$ cat src/hdl/hcbd_pkg.sv
// Shared types, codes and a helper function for the chunked body decoder.
`default_nettype none

package hcbd_pkg;

  // Default width of the chunk length register
  localparam int unsigned LEN_BITS_DEF = 32;

  localparam int unsigned BYTE_W = 8;
  localparam int unsigned ERR_W  = 2;

  // Framing characters
  localparam logic [BYTE_W-1:0] CH_CR = 8'h0D;
  localparam logic [BYTE_W-1:0] CH_LF = 8'h0A;

  // Error codes as reported on the result channel
  localparam logic [ERR_W-1:0] ERR_NONE  = 2'd0;
  localparam logic [ERR_W-1:0] ERR_FRAME = 2'd1;
  localparam logic [ERR_W-1:0] ERR_OVF   = 2'd2;

  // Decoder phase
  typedef enum logic [2:0] {
    PH_SIZE      = 3'd0,
    PH_SIZE_LF   = 3'd1,
    PH_DATA      = 3'd2,
    PH_DATA_CR   = 3'd3,
    PH_DATA_LF   = 3'd4,
    PH_DONE      = 3'd5,
    PH_ERR_FRAME = 3'd6,
    PH_ERR_OVF   = 3'd7
  } phase_e;

  // Hex digit decode: bit 4 set means the byte is a valid hex digit
  typedef struct packed {
    logic       ok;
    logic [3:0] val;
  } hex_t;

  function automatic hex_t hex_decode(input logic [BYTE_W-1:0] c);
    hex_t h;
    logic [BYTE_W-1:0] diff;
    h    = '{ok: 1'b0, val: 4'd0};
    diff = '0;
    if (c >= 8'h30 && c <= 8'h39) begin
      diff = c - 8'h30;
      h    = '{ok: 1'b1, val: diff[3:0]};
    end else if (c >= 8'h61 && c <= 8'h66) begin
      diff = c - 8'h57;
      h    = '{ok: 1'b1, val: diff[3:0]};
    end else if (c >= 8'h41 && c <= 8'h46) begin
      diff = c - 8'h37;
      h    = '{ok: 1'b1, val: diff[3:0]};
    end
    return h;
  endfunction

endpackage

`default_nettype wire

$ cat src/hdl/hcbd_in_if.sv
// Input channel interface: raw chunked-stream bytes with a restart flag.
`default_nettype none

interface hcbd_in_if;
  import hcbd_pkg::*;

  logic              valid;
  logic              ready;
  logic [BYTE_W-1:0] in_byte;
  logic              begin_req;

  modport source (output valid, output in_byte, output begin_req, input ready);
  modport sink   (input valid, input in_byte, input begin_req, output ready);
endinterface

`default_nettype wire

$ cat src/hdl/hcbd_out_if.sv
// Output channel interface: decoded body byte with done and error status.
`default_nettype none

interface hcbd_out_if;
  import hcbd_pkg::*;

  logic              valid;
  logic              ready;
  logic [BYTE_W-1:0] body_byte;
  logic              body_valid;
  logic              body_done;
  logic [ERR_W-1:0]  error_code;

  modport source (output valid, output body_byte, output body_valid, output body_done,
                  output error_code, input ready);
  modport sink   (input valid, input body_byte, input body_valid, input body_done,
                  input error_code, output ready);
endinterface

`default_nettype wire

$ cat src/hdl/http_chunked_body_decoder.sv
// Top level: HTTP chunked transfer body decoder, one byte per transaction.
// Each byte's result is loaded into the output register as the byte is taken.
// One byte per cycle while out_o.ready is high; the output register refills as it drains.
// Each byte updates the phase; size digits shift-add and payload bytes decrement the length.
// Reset (rst_ni low, asynchronous): phase to size digits, length and last-chunk flag
// cleared, output register emptied.
`default_nettype none

module http_chunked_body_decoder #(
  parameter int unsigned LEN_BITS = hcbd_pkg::LEN_BITS_DEF
) (
  input  wire           clk_i,
  input  wire           rst_ni,
  hcbd_in_if.sink       in_i,
  hcbd_out_if.source    out_o
);
  import hcbd_pkg::*;

  // Decoder state
  phase_e              phase_q, phase_d;
  logic [LEN_BITS-1:0] remaining_q, remaining_d;
  logic                last_chunk_q, last_chunk_d;

  // Output register
  logic              out_valid_q;
  logic [BYTE_W-1:0] body_byte_q, body_byte_d;
  logic              body_valid_q, body_valid_d;
  logic              body_done_q, body_done_d;
  logic [ERR_W-1:0]  error_code_q, error_code_d;

  logic   in_fire;
  phase_e phase_cur;
  logic [LEN_BITS-1:0] remaining_cur;
  logic                last_chunk_cur;
  logic [LEN_BITS-1:0] remaining_dec;
  hex_t                hex;

  // Take a new byte whenever the output register is empty or drains this cycle
  assign in_i.ready = !out_valid_q || out_o.ready;
  assign in_fire    = in_i.valid && in_i.ready;

  assign hex           = hex_decode(in_i.in_byte);
  assign remaining_dec = remaining_cur - LEN_BITS'(1);

  // Decode one byte against the (possibly restarted) state
  always_comb begin
    if (in_i.begin_req) begin
      phase_cur      = PH_SIZE;
      remaining_cur  = '0;
      last_chunk_cur = 1'b0;
    end else begin
      phase_cur      = phase_q;
      remaining_cur  = remaining_q;
      last_chunk_cur = last_chunk_q;
    end

    phase_d      = phase_cur;
    remaining_d  = remaining_cur;
    last_chunk_d = last_chunk_cur;
    body_byte_d  = '0;
    body_valid_d = 1'b0;
    body_done_d  = 1'b0;

    case (phase_cur)
      PH_SIZE: begin
        if (hex.ok) begin
          if (remaining_cur[LEN_BITS-1 -: 4] != 4'd0) begin
            phase_d = PH_ERR_OVF;
          end else begin
            remaining_d = {remaining_cur[LEN_BITS-5:0], hex.val};
          end
        end else if (in_i.in_byte == CH_CR) begin
          phase_d = PH_SIZE_LF;
        end else begin
          phase_d = PH_ERR_FRAME;
        end
      end
      PH_SIZE_LF: begin
        if (in_i.in_byte != CH_LF) begin
          phase_d = PH_ERR_FRAME;
        end else if (remaining_cur == '0) begin
          last_chunk_d = 1'b1;
          phase_d      = PH_DATA_CR;
        end else begin
          phase_d = PH_DATA;
        end
      end
      PH_DATA: begin
        body_byte_d  = in_i.in_byte;
        body_valid_d = 1'b1;
        remaining_d  = remaining_dec;
        if (remaining_dec == '0) begin
          phase_d = PH_DATA_CR;
        end
      end
      PH_DATA_CR: begin
        phase_d = (in_i.in_byte == CH_CR) ? PH_DATA_LF : PH_ERR_FRAME;
      end
      PH_DATA_LF: begin
        if (in_i.in_byte != CH_LF) begin
          phase_d = PH_ERR_FRAME;
        end else if (last_chunk_cur) begin
          body_done_d = 1'b1;
          phase_d     = PH_DONE;
        end else begin
          remaining_d = '0;
          phase_d     = PH_SIZE;
        end
      end
      default: begin
        // hold done and error phases until a restart
      end
    endcase

    case (phase_d)
      PH_ERR_FRAME: error_code_d = ERR_FRAME;
      PH_ERR_OVF:   error_code_d = ERR_OVF;
      default:      error_code_d = ERR_NONE;
    endcase
  end

  // Advance decoder state on each accepted transaction
  always_ff @(posedge clk_i or negedge rst_ni) begin
    if (!rst_ni) begin
      phase_q      <= PH_SIZE;
      remaining_q  <= '0;
      last_chunk_q <= 1'b0;
    end else if (in_fire) begin
      phase_q      <= phase_d;
      remaining_q  <= remaining_d;
      last_chunk_q <= last_chunk_d;
    end
  end

  // Track output register occupancy
  always_ff @(posedge clk_i or negedge rst_ni) begin
    if (!rst_ni) begin
      out_valid_q <= 1'b0;
    end else if (in_fire) begin
      out_valid_q <= 1'b1;
    end else if (out_o.ready) begin
      out_valid_q <= 1'b0;
    end
  end

  // Load result payload
  always_ff @(posedge clk_i) begin
    if (in_fire) begin
      body_byte_q  <= body_byte_d;
      body_valid_q <= body_valid_d;
      body_done_q  <= body_done_d;
      error_code_q <= error_code_d;
    end
  end

  assign out_o.valid      = out_valid_q;
  assign out_o.body_byte  = body_byte_q;
  assign out_o.body_valid = body_valid_q;
  assign out_o.body_done  = body_done_q;
  assign out_o.error_code = error_code_q;

  // A payload byte never carries done or an error
  a_body_clean: assert property (@(posedge clk_i) disable iff (!rst_ni)
    out_valid_q && body_valid_q |-> !body_done_q && error_code_q == ERR_NONE)
    else $error("payload byte flagged done or error");

  // While in payload phase some bytes are still owed
  a_data_nonzero: assert property (@(posedge clk_i) disable iff (!rst_ni)
    phase_q == PH_DATA |-> remaining_q != '0)
    else $error("payload phase with zero bytes remaining");

  // The zero-size chunk never enters payload phase
  a_last_no_data: assert property (@(posedge clk_i) disable iff (!rst_ni)
    last_chunk_q |-> phase_q != PH_DATA)
    else $error("last chunk in payload phase");

  // A held overflow keeps reporting overflow
  a_ovf_hold: assert property (@(posedge clk_i) disable iff (!rst_ni)
    in_fire && !in_i.begin_req && phase_q == PH_ERR_OVF |=>
      out_valid_q && error_code_q == ERR_OVF && phase_q == PH_ERR_OVF)
    else $error("held overflow lost");

  // Done is reported only when leaving the final LF
  a_done_phase: assert property (@(posedge clk_i) disable iff (!rst_ni)
    in_fire && body_done_d |=> phase_q == PH_DONE)
    else $error("done without done phase");

endmodule

`default_nettype wire
$ cat src/flat_wrapper.sv
// flat-port wrapper written by rule: the top's interface ports become plain ports
module http_chunked_body_decoder_flat import hcbd_pkg::*;
#(
  parameter int unsigned LEN_BITS = hcbd_pkg::LEN_BITS_DEF
)
  (clk_i, rst_ni, in_i_valid, in_i_in_byte, in_i_begin_req, in_i_ready, out_o_valid, out_o_body_byte, out_o_body_valid, out_o_body_done, out_o_error_code, out_o_ready);
  hcbd_in_if in_i_i ();
  hcbd_out_if out_o_i ();
  input  wire clk_i;
  input  wire rst_ni;
  input wire logic [$bits(in_i_i.valid)-1:0] in_i_valid;
  input wire logic [$bits(in_i_i.in_byte)-1:0] in_i_in_byte;
  input wire logic [$bits(in_i_i.begin_req)-1:0] in_i_begin_req;
  output wire logic [$bits(in_i_i.ready)-1:0] in_i_ready;
  output wire logic [$bits(out_o_i.valid)-1:0] out_o_valid;
  output wire logic [$bits(out_o_i.body_byte)-1:0] out_o_body_byte;
  output wire logic [$bits(out_o_i.body_valid)-1:0] out_o_body_valid;
  output wire logic [$bits(out_o_i.body_done)-1:0] out_o_body_done;
  output wire logic [$bits(out_o_i.error_code)-1:0] out_o_error_code;
  input wire logic [$bits(out_o_i.ready)-1:0] out_o_ready;
  assign in_i_i.valid = in_i_valid;
  assign in_i_i.in_byte = in_i_in_byte;
  assign in_i_i.begin_req = in_i_begin_req;
  assign in_i_ready = in_i_i.ready;
  assign out_o_valid = out_o_i.valid;
  assign out_o_body_byte = out_o_i.body_byte;
  assign out_o_body_valid = out_o_i.body_valid;
  assign out_o_body_done = out_o_i.body_done;
  assign out_o_error_code = out_o_i.error_code;
  assign out_o_i.ready = out_o_ready;
  http_chunked_body_decoder #(.LEN_BITS(LEN_BITS)) u_core (.clk_i(clk_i), .rst_ni(rst_ni), .in_i(in_i_i), .out_o(out_o_i));
endmodule
$ cat config.mk
export PLATFORM = sky130hd
export DESIGN_NAME = http_chunked_body_decoder_flat
export DESIGN_NICKNAME = d
export VERILOG_FILES = /design/src/hdl/hcbd_pkg.sv /design/src/hdl/hcbd_in_if.sv /design/src/hdl/hcbd_out_if.sv /design/src/hdl/http_chunked_body_decoder.sv /design/src/flat_wrapper.sv
export SDC_FILE = /design/constraint.sdc
export NUM_CORES = 1
export LEC_CHECK = 0
export ABC_AREA = 1
export BUFFER_PORTS_ARGS = -buffer_cell sky130_fd_sc_hd__buf_4
export CAP_MARGIN = 10
export CORE_MARGIN = 1
export CORE_UTILIZATION = 55
export DETAILED_ROUTE_END_ITERATION = 16
export PLACE_DENSITY = 0.73
export SYNTH_ARGS = -nofsm -noshare
export SYNTH_HDL_FRONTEND = slang
export SYNTH_SLANG_ARGS = --single-unit
$ cat constraint.sdc
create_clock -name clk_i -period 2.8 [get_ports clk_i]
set_input_delay 0.42 -clock clk_i [delete_from_list [all_inputs] [get_ports clk_i]]
set_output_delay 0.42 -clock clk_i [all_outputs]
set_load 0.02 [all_outputs]
==> results of run 1 <==
[state kept, by name (all words and copies together), names as in the netlist]
name / cells
u_core.out_o.valid: 1
u_core.last_chunk_q: 1
u_core.phase_q: 3
u_core.out_o.body_valid: 1
u_core.out_o.error_code: 2
u_core.remaining_q: 32
u_core.out_o.body_done: 1
u_core.out_o.body_byte: 8
[cells in the final DEF (no fill, tap or decap)]
master / netlist / routed
sky130_fd_sc_hd__nand3_1: 29 / 29
sky130_fd_sc_hd__nor3_1: 10 / 9
sky130_fd_sc_hd__xnor2_1: 1 / 1
sky130_fd_sc_hd__a21oi_1: 42 / 42
sky130_fd_sc_hd__o21ai_4: 1 / 1
sky130_fd_sc_hd__o211ai_1: 11 / 11
sky130_fd_sc_hd__buf_4: 0 / 44
sky130_fd_sc_hd__nand2_4: 3 / 3
sky130_fd_sc_hd__clkinv_2: 0 / 1
sky130_fd_sc_hd__o31ai_1: 1 / 1
sky130_fd_sc_hd__o22ai_1: 2 / 2
sky130_fd_sc_hd__nand3_2: 1 / 1
sky130_fd_sc_hd__inv_1: 59 / 59
sky130_fd_sc_hd__o21ai_1: 27 / 27
sky130_fd_sc_hd__nor2_4: 2 / 2
sky130_fd_sc_hd__clkbuf_8: 0 / 5
sky130_fd_sc_hd__nor2_2: 10 / 10
sky130_fd_sc_hd__a41oi_1: 2 / 2
sky130_fd_sc_hd__inv_2: 6 / 6
sky130_fd_sc_hd__nand4_1: 6 / 6
sky130_fd_sc_hd__buf_12: 0 / 2
sky130_fd_sc_hd__nand2_1: 236 / 236
sky130_fd_sc_hd__bufinv_16: 0 / 1
sky130_fd_sc_hd__nand2_2: 16 / 16
sky130_fd_sc_hd__edfxtp_1: 12 / 12
sky130_fd_sc_hd__a211oi_1: 1 / 1
sky130_fd_sc_hd__o21ai_0: 52 / 52
sky130_fd_sc_hd__o21bai_1: 6 / 6
sky130_fd_sc_hd__nor2_1: 104 / 104
sky130_fd_sc_hd__clkbuf_1: 17 / 1
sky130_fd_sc_hd__nor3_2: 3 / 4
sky130_fd_sc_hd__clkinv_1: 3 / 3
sky130_fd_sc_hd__ha_1: 7 / 7
sky130_fd_sc_hd__dfrtp_1: 37 / 37
sky130_fd_sc_hd__o21bai_2: 1 / 1
sky130_fd_sc_hd__xor2_1: 5 / 5
sky130_fd_sc_hd__o21ai_2: 5 / 5
[stage by stage]
stage	setup WS (ns)	cells
finish	0.3875	857
detailed placement	0.1290	849
global placement	0.1455	849
global route	0.1380	857
CTS	0.4429	857
floorplan	0.5492	727
[cells by family after synthesis]
family / synth area share, %
and+or+nand+nor: 39.79
AOI/OAI and AO/OA: 19.12
buffers and inverters: 8.983
DFF: 28.95
adders and majority gates: 1.971
xor gates and xnor gates: 1.183
[per-layer routing]
layer / track usage, % / wire [microns]
met2: 55.22 / 6260
met5: 0 / 0
met1: 46.15 / 6008
met3: 4.312 / 1097
met4: 10.94 / 289
[power by group]
part | leakage (nW) | total [W] | internal (W) | switching [W]
combinational | 1.92 | 0.00258 | 0.000822 | 0.00176
sequential | 0.589 | 0.00119 | 0.000967 | 0.000219
clock | 0.0552 | 0.000520 | 0.000266 | 0.000255
[layout make-up]
class	count	area [sq um]	area share, %
Clock inverter	2	35.03	0.7136
Tap cell	102	127.6	2.599
Clock buffer	6	72.57	1.478
Timing Repair Buffer	46	370.4	7.543
Multi-Input combinational cell	584	2763	56.27
Inverter	68	255.2	5.199
Sequential cell	49	1286	26.20
[worst max-delay path, cell delays in order]
cell and delay (ns):
sky130_fd_sc_hd__buf_4 0.14, sky130_fd_sc_hd__inv_2 0.06, sky130_fd_sc_hd__buf_12 0.16, sky130_fd_sc_hd__nand2_2 0.13, sky130_fd_sc_hd__ha_1 0.22, sky130_fd_sc_hd__nand2_1 0.07
sky130_fd_sc_hd__nor2_1 0.16, sky130_fd_sc_hd__nand2_1 0.14, sky130_fd_sc_hd__nand2_1 0.08, sky130_fd_sc_hd__nand2_1 0.09, sky130_fd_sc_hd__nor2_1 0.11, sky130_fd_sc_hd__nand2_1 0.08
sky130_fd_sc_hd__nor2_1 0.10, sky130_fd_sc_hd__nand2_1 0.05, sky130_fd_sc_hd__nor2_1 0.14, sky130_fd_sc_hd__nand3_1 0.11, sky130_fd_sc_hd__nand2_1 0.12, sky130_fd_sc_hd__a21oi_1 0.07
[worst paths after layout]
| path | endpoint | slack, ns | depth (start not counted) |
|---|---|---|---|
| setup / recovery | u_core.out_o.error_code[0] | 0.39 | 18 |
| hold / removal | u_core.remaining_q[2] | 0.06 | 1 |
| setup reg to reg | u_core.out_o.error_code[0] | 0.40 | 12 |
| hold reg to reg | u_core.remaining_q[27] | 0.50 | 2 |
| max in group asynchronous | u_core.remaining_q[14] | 2.38 | 1 |
| min in group clk_i | u_core.out_o.valid | 0.40 | 4 |
==> flow_summary.yaml, run 1 <==
routing:
  avg_vias_per_cell: 5.736
  firstDrtPassIters: 5
  detailroute.via_count: 4916
  drt-wirelength-per-cell_microns: 15.93
  wire_length_reported_by_the_detailed_router_mm: 13.66
  antenna_left: 0
  detail_route.drc_violations: 0
  first_iter_violations: 388
synthesis:
  synth_top_area_cell: "sky130_fd_sc_hd__dfrtp_1"
  syn_avg_cell_area_sq_um: 6.111
  most_used_flip_flop_cell_after_synthesis: "sky130_fd_sc_hd__dfrtp_1"
  synthesis.instances: 727
  syn_nets: 747
  synth.most_common_cell: "sky130_fd_sc_hd__nand2_1"
  synth.cells.most_frequent: "sky130_fd_sc_hd__nand2_1, sky130_fd_sc_hd__nor2_1, sky130_fd_sc_hd__inv_1, sky130_fd_sc_hd__o21ai_0, sky130_fd_sc_hd__a21oi_1"
  seq_area_frac_synth_pct: 28.95
  netlist_top_cells_area: "sky130_fd_sc_hd__dfrtp_1, sky130_fd_sc_hd__nand2_1, sky130_fd_sc_hd__nor2_1, sky130_fd_sc_hd__edfxtp_1, sky130_fd_sc_hd__o21ai_0"
  synth_warnings: 0
  count_of_flip_flops_with_a_built_in_enable_after_synthesis: 12
  post_synth_design_cell_area_sq_mm: 0.004443
  synth_top_cell_area_share_pct: 20.84
  synth.ff_latch_count: 49
  synth.lib_cells_used.distinct: 35
  postSynth.asyncResetShare_pct: 75.51
grt:
  grt_start_max_net_pins: 38
  grt_pass1_wl_mm: 22.54
  vias_in_the_first_global_route: 4601
  grt_antenna_before_repair: 0
  gr-total-overflow: 0
  grt_util_all_layers_pct: 33.73
clock_tree:
  clock_latency_ns: 0.32
  clockBufferDepth: 2
  cts_root_buffer: "sky130_fd_sc_hd__clkbuf_8"
  numCtsBuffers: 5
  cts.clk_slew.worst_paths_ns: 0.10
  cts_tree: "built"
  cts.hold.buffers_added: 0
  clock_tree.htree_level_count: 2
  cts.repair.resized: 0
  cts.sink_count: 49
  postCtsSetupRepairBufs: 0
placement:
  io_buffers: 26
  hpwlAfterDp_mm: 10.15
  placer_s_final_routability_congestion_estimate: 0.9732
  post_dp_cell_area_sq_mm: 0.004802
layout:
  areaGrowthSynthToFinish_pct: 10.50
  drive_gt1_share_pct: 13.51
  final_util_pct: 63.21
  net_total_in_the_final_layout: 774
  antenna_cells_inserted: 0
  fillerInstances: 765
  fin_area_sq_mm: 0.004910
floorplan:
  effective_utilization_at_floorplan_pct: 57.20
  die_height_microns: 91.88
  row_count: 32
  design.core.area_sq_mm: 0.007767
  die_w_microns: 91.88
  floorplan.io_pins: 27
  die_area_sq_mm: 0.008442
sta:
  period_share_pct: 86.16
  maxSlewHeadroom_pct: 61.49
  report.final.hold_viol_count: 0
  finalWorstPathRequiredPeriod_ns: 2.412
  clock.fmax_ghz: 0.4145
  finalMaxSlewViolations: 0
  tns_ns: 0
  finalSetupViolCount: 0
  timing_worst_slew_pin_value_ns: 0.5716
  hold-worst-slack_ns: 0.06005
  fin_worst_skew_ns: 0.01304
  grt_setup_unrepaired: "false"
pwr:
  power.static_leakage_nw: 2.566
  power.ir.vdd_worst_mv: 0.4146
  p_per_area_mw_per_mm2: 873.5
  finalPower_w: 0.004289
worst_setup_path:
  worst_r2r_startpoint: "u_core.remaining_q[7]"
  timing.critical_path.to_type: "flop"
  path_max_fanout: 28
  worstSetupStartpointType: "primary input"
  startpoint: "in_i_begin_req"
  worstPathRequired_ns: 2.86
  timing.setup.critical_path_class: "in -> reg"
  cp.arrival_ns: 2.47
status:
  outcome: "completed"
run:
  cap_violations: 0
hold_path:
  hold_path.class: "in -> async"
Power figures use the tool's default switching activity.
==> run 2: changes to the inputs <==
--- a/config.mk
+++ b/config.mk
@@ -10,6 +10,7 @@
 export CAP_MARGIN = 10
 export CORE_MARGIN = 1
 export CORE_UTILIZATION = 55
+export CTS_BUF_LIST = sky130_fd_sc_hd__clkbuf_2 sky130_fd_sc_hd__clkbuf_4 sky130_fd_sc_hd__clkbuf_8
 export DETAILED_ROUTE_END_ITERATION = 16
 export PLACE_DENSITY = 0.73
 export SYNTH_ARGS = -nofsm -noshare
==> constraint.sdc (replaced) <==
create_clock -name clk_i -period 2.7 [get_ports clk_i]
set_input_delay 0.405 -clock clk_i [delete_from_list [all_inputs] [get_ports clk_i]]
set_output_delay 0.405 -clock clk_i [all_outputs]
set_load 0.02 [all_outputs]
==> run 2 against run 1 <==
Sequential share of layout area about the same; clock skew down 0.0029 ns; sequential power up 4%; first-iteration DRC count down 2.8%; cell area up 0.15%; sequential cell count did not move; non-clock buffer count shrank 1; hold slack gained 0.0019 ns; critical endpoint unchanged; largest power group unchanged; highest routed layer unchanged.
==> flow_summary.yaml, run 2 (same netlist as run 1, synthesis figures left out) <==
clock_tree:
  numCtsBuffers: 5
  clock_latency_ns: 0.31
  cts.sink_count: 49
  cts_root_buffer: "sky130_fd_sc_hd__clkbuf_8"
  clockBufferDepth: 2
  cts.repair.resized: 0
  cts_tree: "built"
  clock_tree.htree_level_count: 2
  postCtsSetupRepairBufs: 0
  cts.clk_slew.worst_paths_ns: 0.10
  cts.hold.buffers_added: 0
layout:
  antenna_cells_inserted: 0
  drive_gt1_share_pct: 13.40
  net_total_in_the_final_layout: 773
  areaGrowthSynthToFinish_pct: 10.67
  register_ranked_first_by_flip_flop_count: "u_core.remaining_q"
  largest_reg_flops: 32
  layout.cells.most_common: "sky130_fd_sc_hd__nand2_1"
  final_cell_mix: "sky130_fd_sc_hd__nand2_1, sky130_fd_sc_hd__nor2_1, sky130_fd_sc_hd__inv_1"
  fin_area_sq_mm: 0.004917
placement:
  placer_s_final_routability_congestion_estimate: 1.012
  io_buffers: 26
  hpwlAfterDp_mm: 9.950
  post-place-ws_ns: 0.05966
  post_dp_cell_area_sq_mm: 0.004807
worst_setup_path:
  worst_reg2reg_path_endpoint: "u_core.out_o.error_code[0]"
  crit_chain: "o21ai_0 -> nand2_1 -> nor2_1 -> nand3_1 -> nand2_1 -> nand2_1 -> nor2_1 -> nand2_1 -> nor2_1 -> nand3_1 -> nand2_1 -> a21oi_1"
  worst_r2r_startpoint: "u_core.remaining_q[9]"
  worstPathRequired_ns: 2.76
  timing.critical_path.to_type: "flop"
  path_max_fanout: 4
  reg2reg_setup_slack_ns: 0.30
  cp.arrival_ns: 2.45
  timing.critical_path.slowest_cell_delay_ns: 0.47
  slowest_stage: "sky130_fd_sc_hd__o21ai_0"
  worstSetupStartpointType: "flop"
  reg2regPathDepth: 12
  timing.setup.critical_path_class: "reg -> reg"
  crit_path_frequent_cell: "sky130_fd_sc_hd__nand2_1"
grt:
  grt_util_all_layers_pct: 33.29
  vias_in_the_first_global_route: 4584
  gr-total-overflow: 0
  grt_pass1_wl_mm: 22.48
  grt_antenna_before_repair: 0
  grt_start_max_net_pins: 38
sta:
  maxSlewHeadroom_pct: 63.47
  hold-worst-slack_ns: 0.06198
  report.final.hold_viol_count: 0
  clock.fmax_ghz: 0.4174
  tns_ns: 0
  finalMaxSlewViolations: 0
  fin_worst_skew_ns: 0.01017
  setup_ws_ns: 0.3040
  finalWorstPathRequiredPeriod_ns: 2.396
  timing_worst_slew_pin_value_ns: 0.5474
  period_share_pct: 88.74
  grt_setup_unrepaired: "false"
  finalSetupViolCount: 0
routing:
  firstDrtPassIters: 5
  drt-wirelength-per-cell_microns: 15.72
  first_iter_violations: 377
  antenna_left: 0
  avg_vias_per_cell: 5.707
  detailroute.via_count: 4885
  wire_length_reported_by_the_detailed_router_mm: 13.46
  detail_route.drc_violations: 0
run:
  cap_violations: 0
hold_path:
  hold_path.class: "in -> async"
floorplan:
  effective_utilization_at_floorplan_pct: 57.20
  die_w_microns: 91.88
  row_count: 32
  design.core.area_sq_mm: 0.007767
  floorplan.io_pins: 27
  die_height_microns: 91.88
  die_area_sq_mm: 0.008442
status:
  outcome: "completed"
pwr:
  power.static_leakage_nw: 2.566
  power.ir.vdd_worst_mv: 0.4272
  p_per_area_mw_per_mm2: 908.4
run 2: cell types whose count changed in the layout (fill, tap and decap cells not counted):
cell / change
sky130_fd_sc_hd__buf_4: -2
sky130_fd_sc_hd__buf_12: +1
sky130_fd_sc_hd__clkbuf_1: -1
sky130_fd_sc_hd__clkbuf_4: +1
sky130_fd_sc_hd__clkinv_1: +1
sky130_fd_sc_hd__clkinv_2: -1
run 2: how the worst max path moves through the flow:
stage                                from                    endpoint  slack [ns]  depth (start not counted)
global route               in_i_begin_req  u_core.out_o.error_code[0]        0.03                         16
floorplan                  in_i_begin_req  u_core.out_o.error_code[0]        0.46                         16
finish              u_core.remaining_q[9]  u_core.out_o.error_code[0]        0.30                         12
detailed placement         in_i_begin_req  u_core.out_o.error_code[0]        0.06                         16
CTS                 u_core.remaining_q[9]  u_core.out_o.error_code[0]        0.37                         12
global placement           in_i_begin_req  u_core.out_o.error_code[0]        0.11                         17
run 2: layout make-up:
type	instances	area (sq um)
Timing Repair Buffer	45	375.4
Fill cell	765	2850
Sequential cell	49	1286
Inverter	68	255.2
Clock inverter	2	33.78
Tap cell	102	127.6
Multi-Input combinational cell	584	2763
Clock buffer	6	76.32
run 2: worst max-delay path: cells and delay by family, from the launching register on:
family | cells | cell delay (ns)
and+or+nand+nor | 10 | 1.15
AOI/OAI and AO/OA | 2 | 0.55
DFF | 1 | 0.44
run 2: per-stage QoR:
stage	std cells	total power, W	utilization (%)
2_1_floorplan	727	0.003099	-
3_3_place_gp	848	0.003833	61.89
6_report	856	0.004467	63.31
5_1_grt	856	0.004832	63.31
4_1_cts	856	0.004400	63.31
3_5_place_dp	848	0.003839	61.89
run 2: report_power, final:
group,switching (W),internal (W)
combinational,0.00181,0.000860
clock,0.000269,0.000284
sequential,0.000237,0.00100
total,0.00232,0.00215
run 2: layer usage:
layer	track usage, %	vias to the layer above	share of wire (%)
li1	-	2402	-
met1	46.50	2207	44
met2	55.29	254	45
met3	2.902	22	8.3
met4	8.724	0	1.9
met5	0	-	0
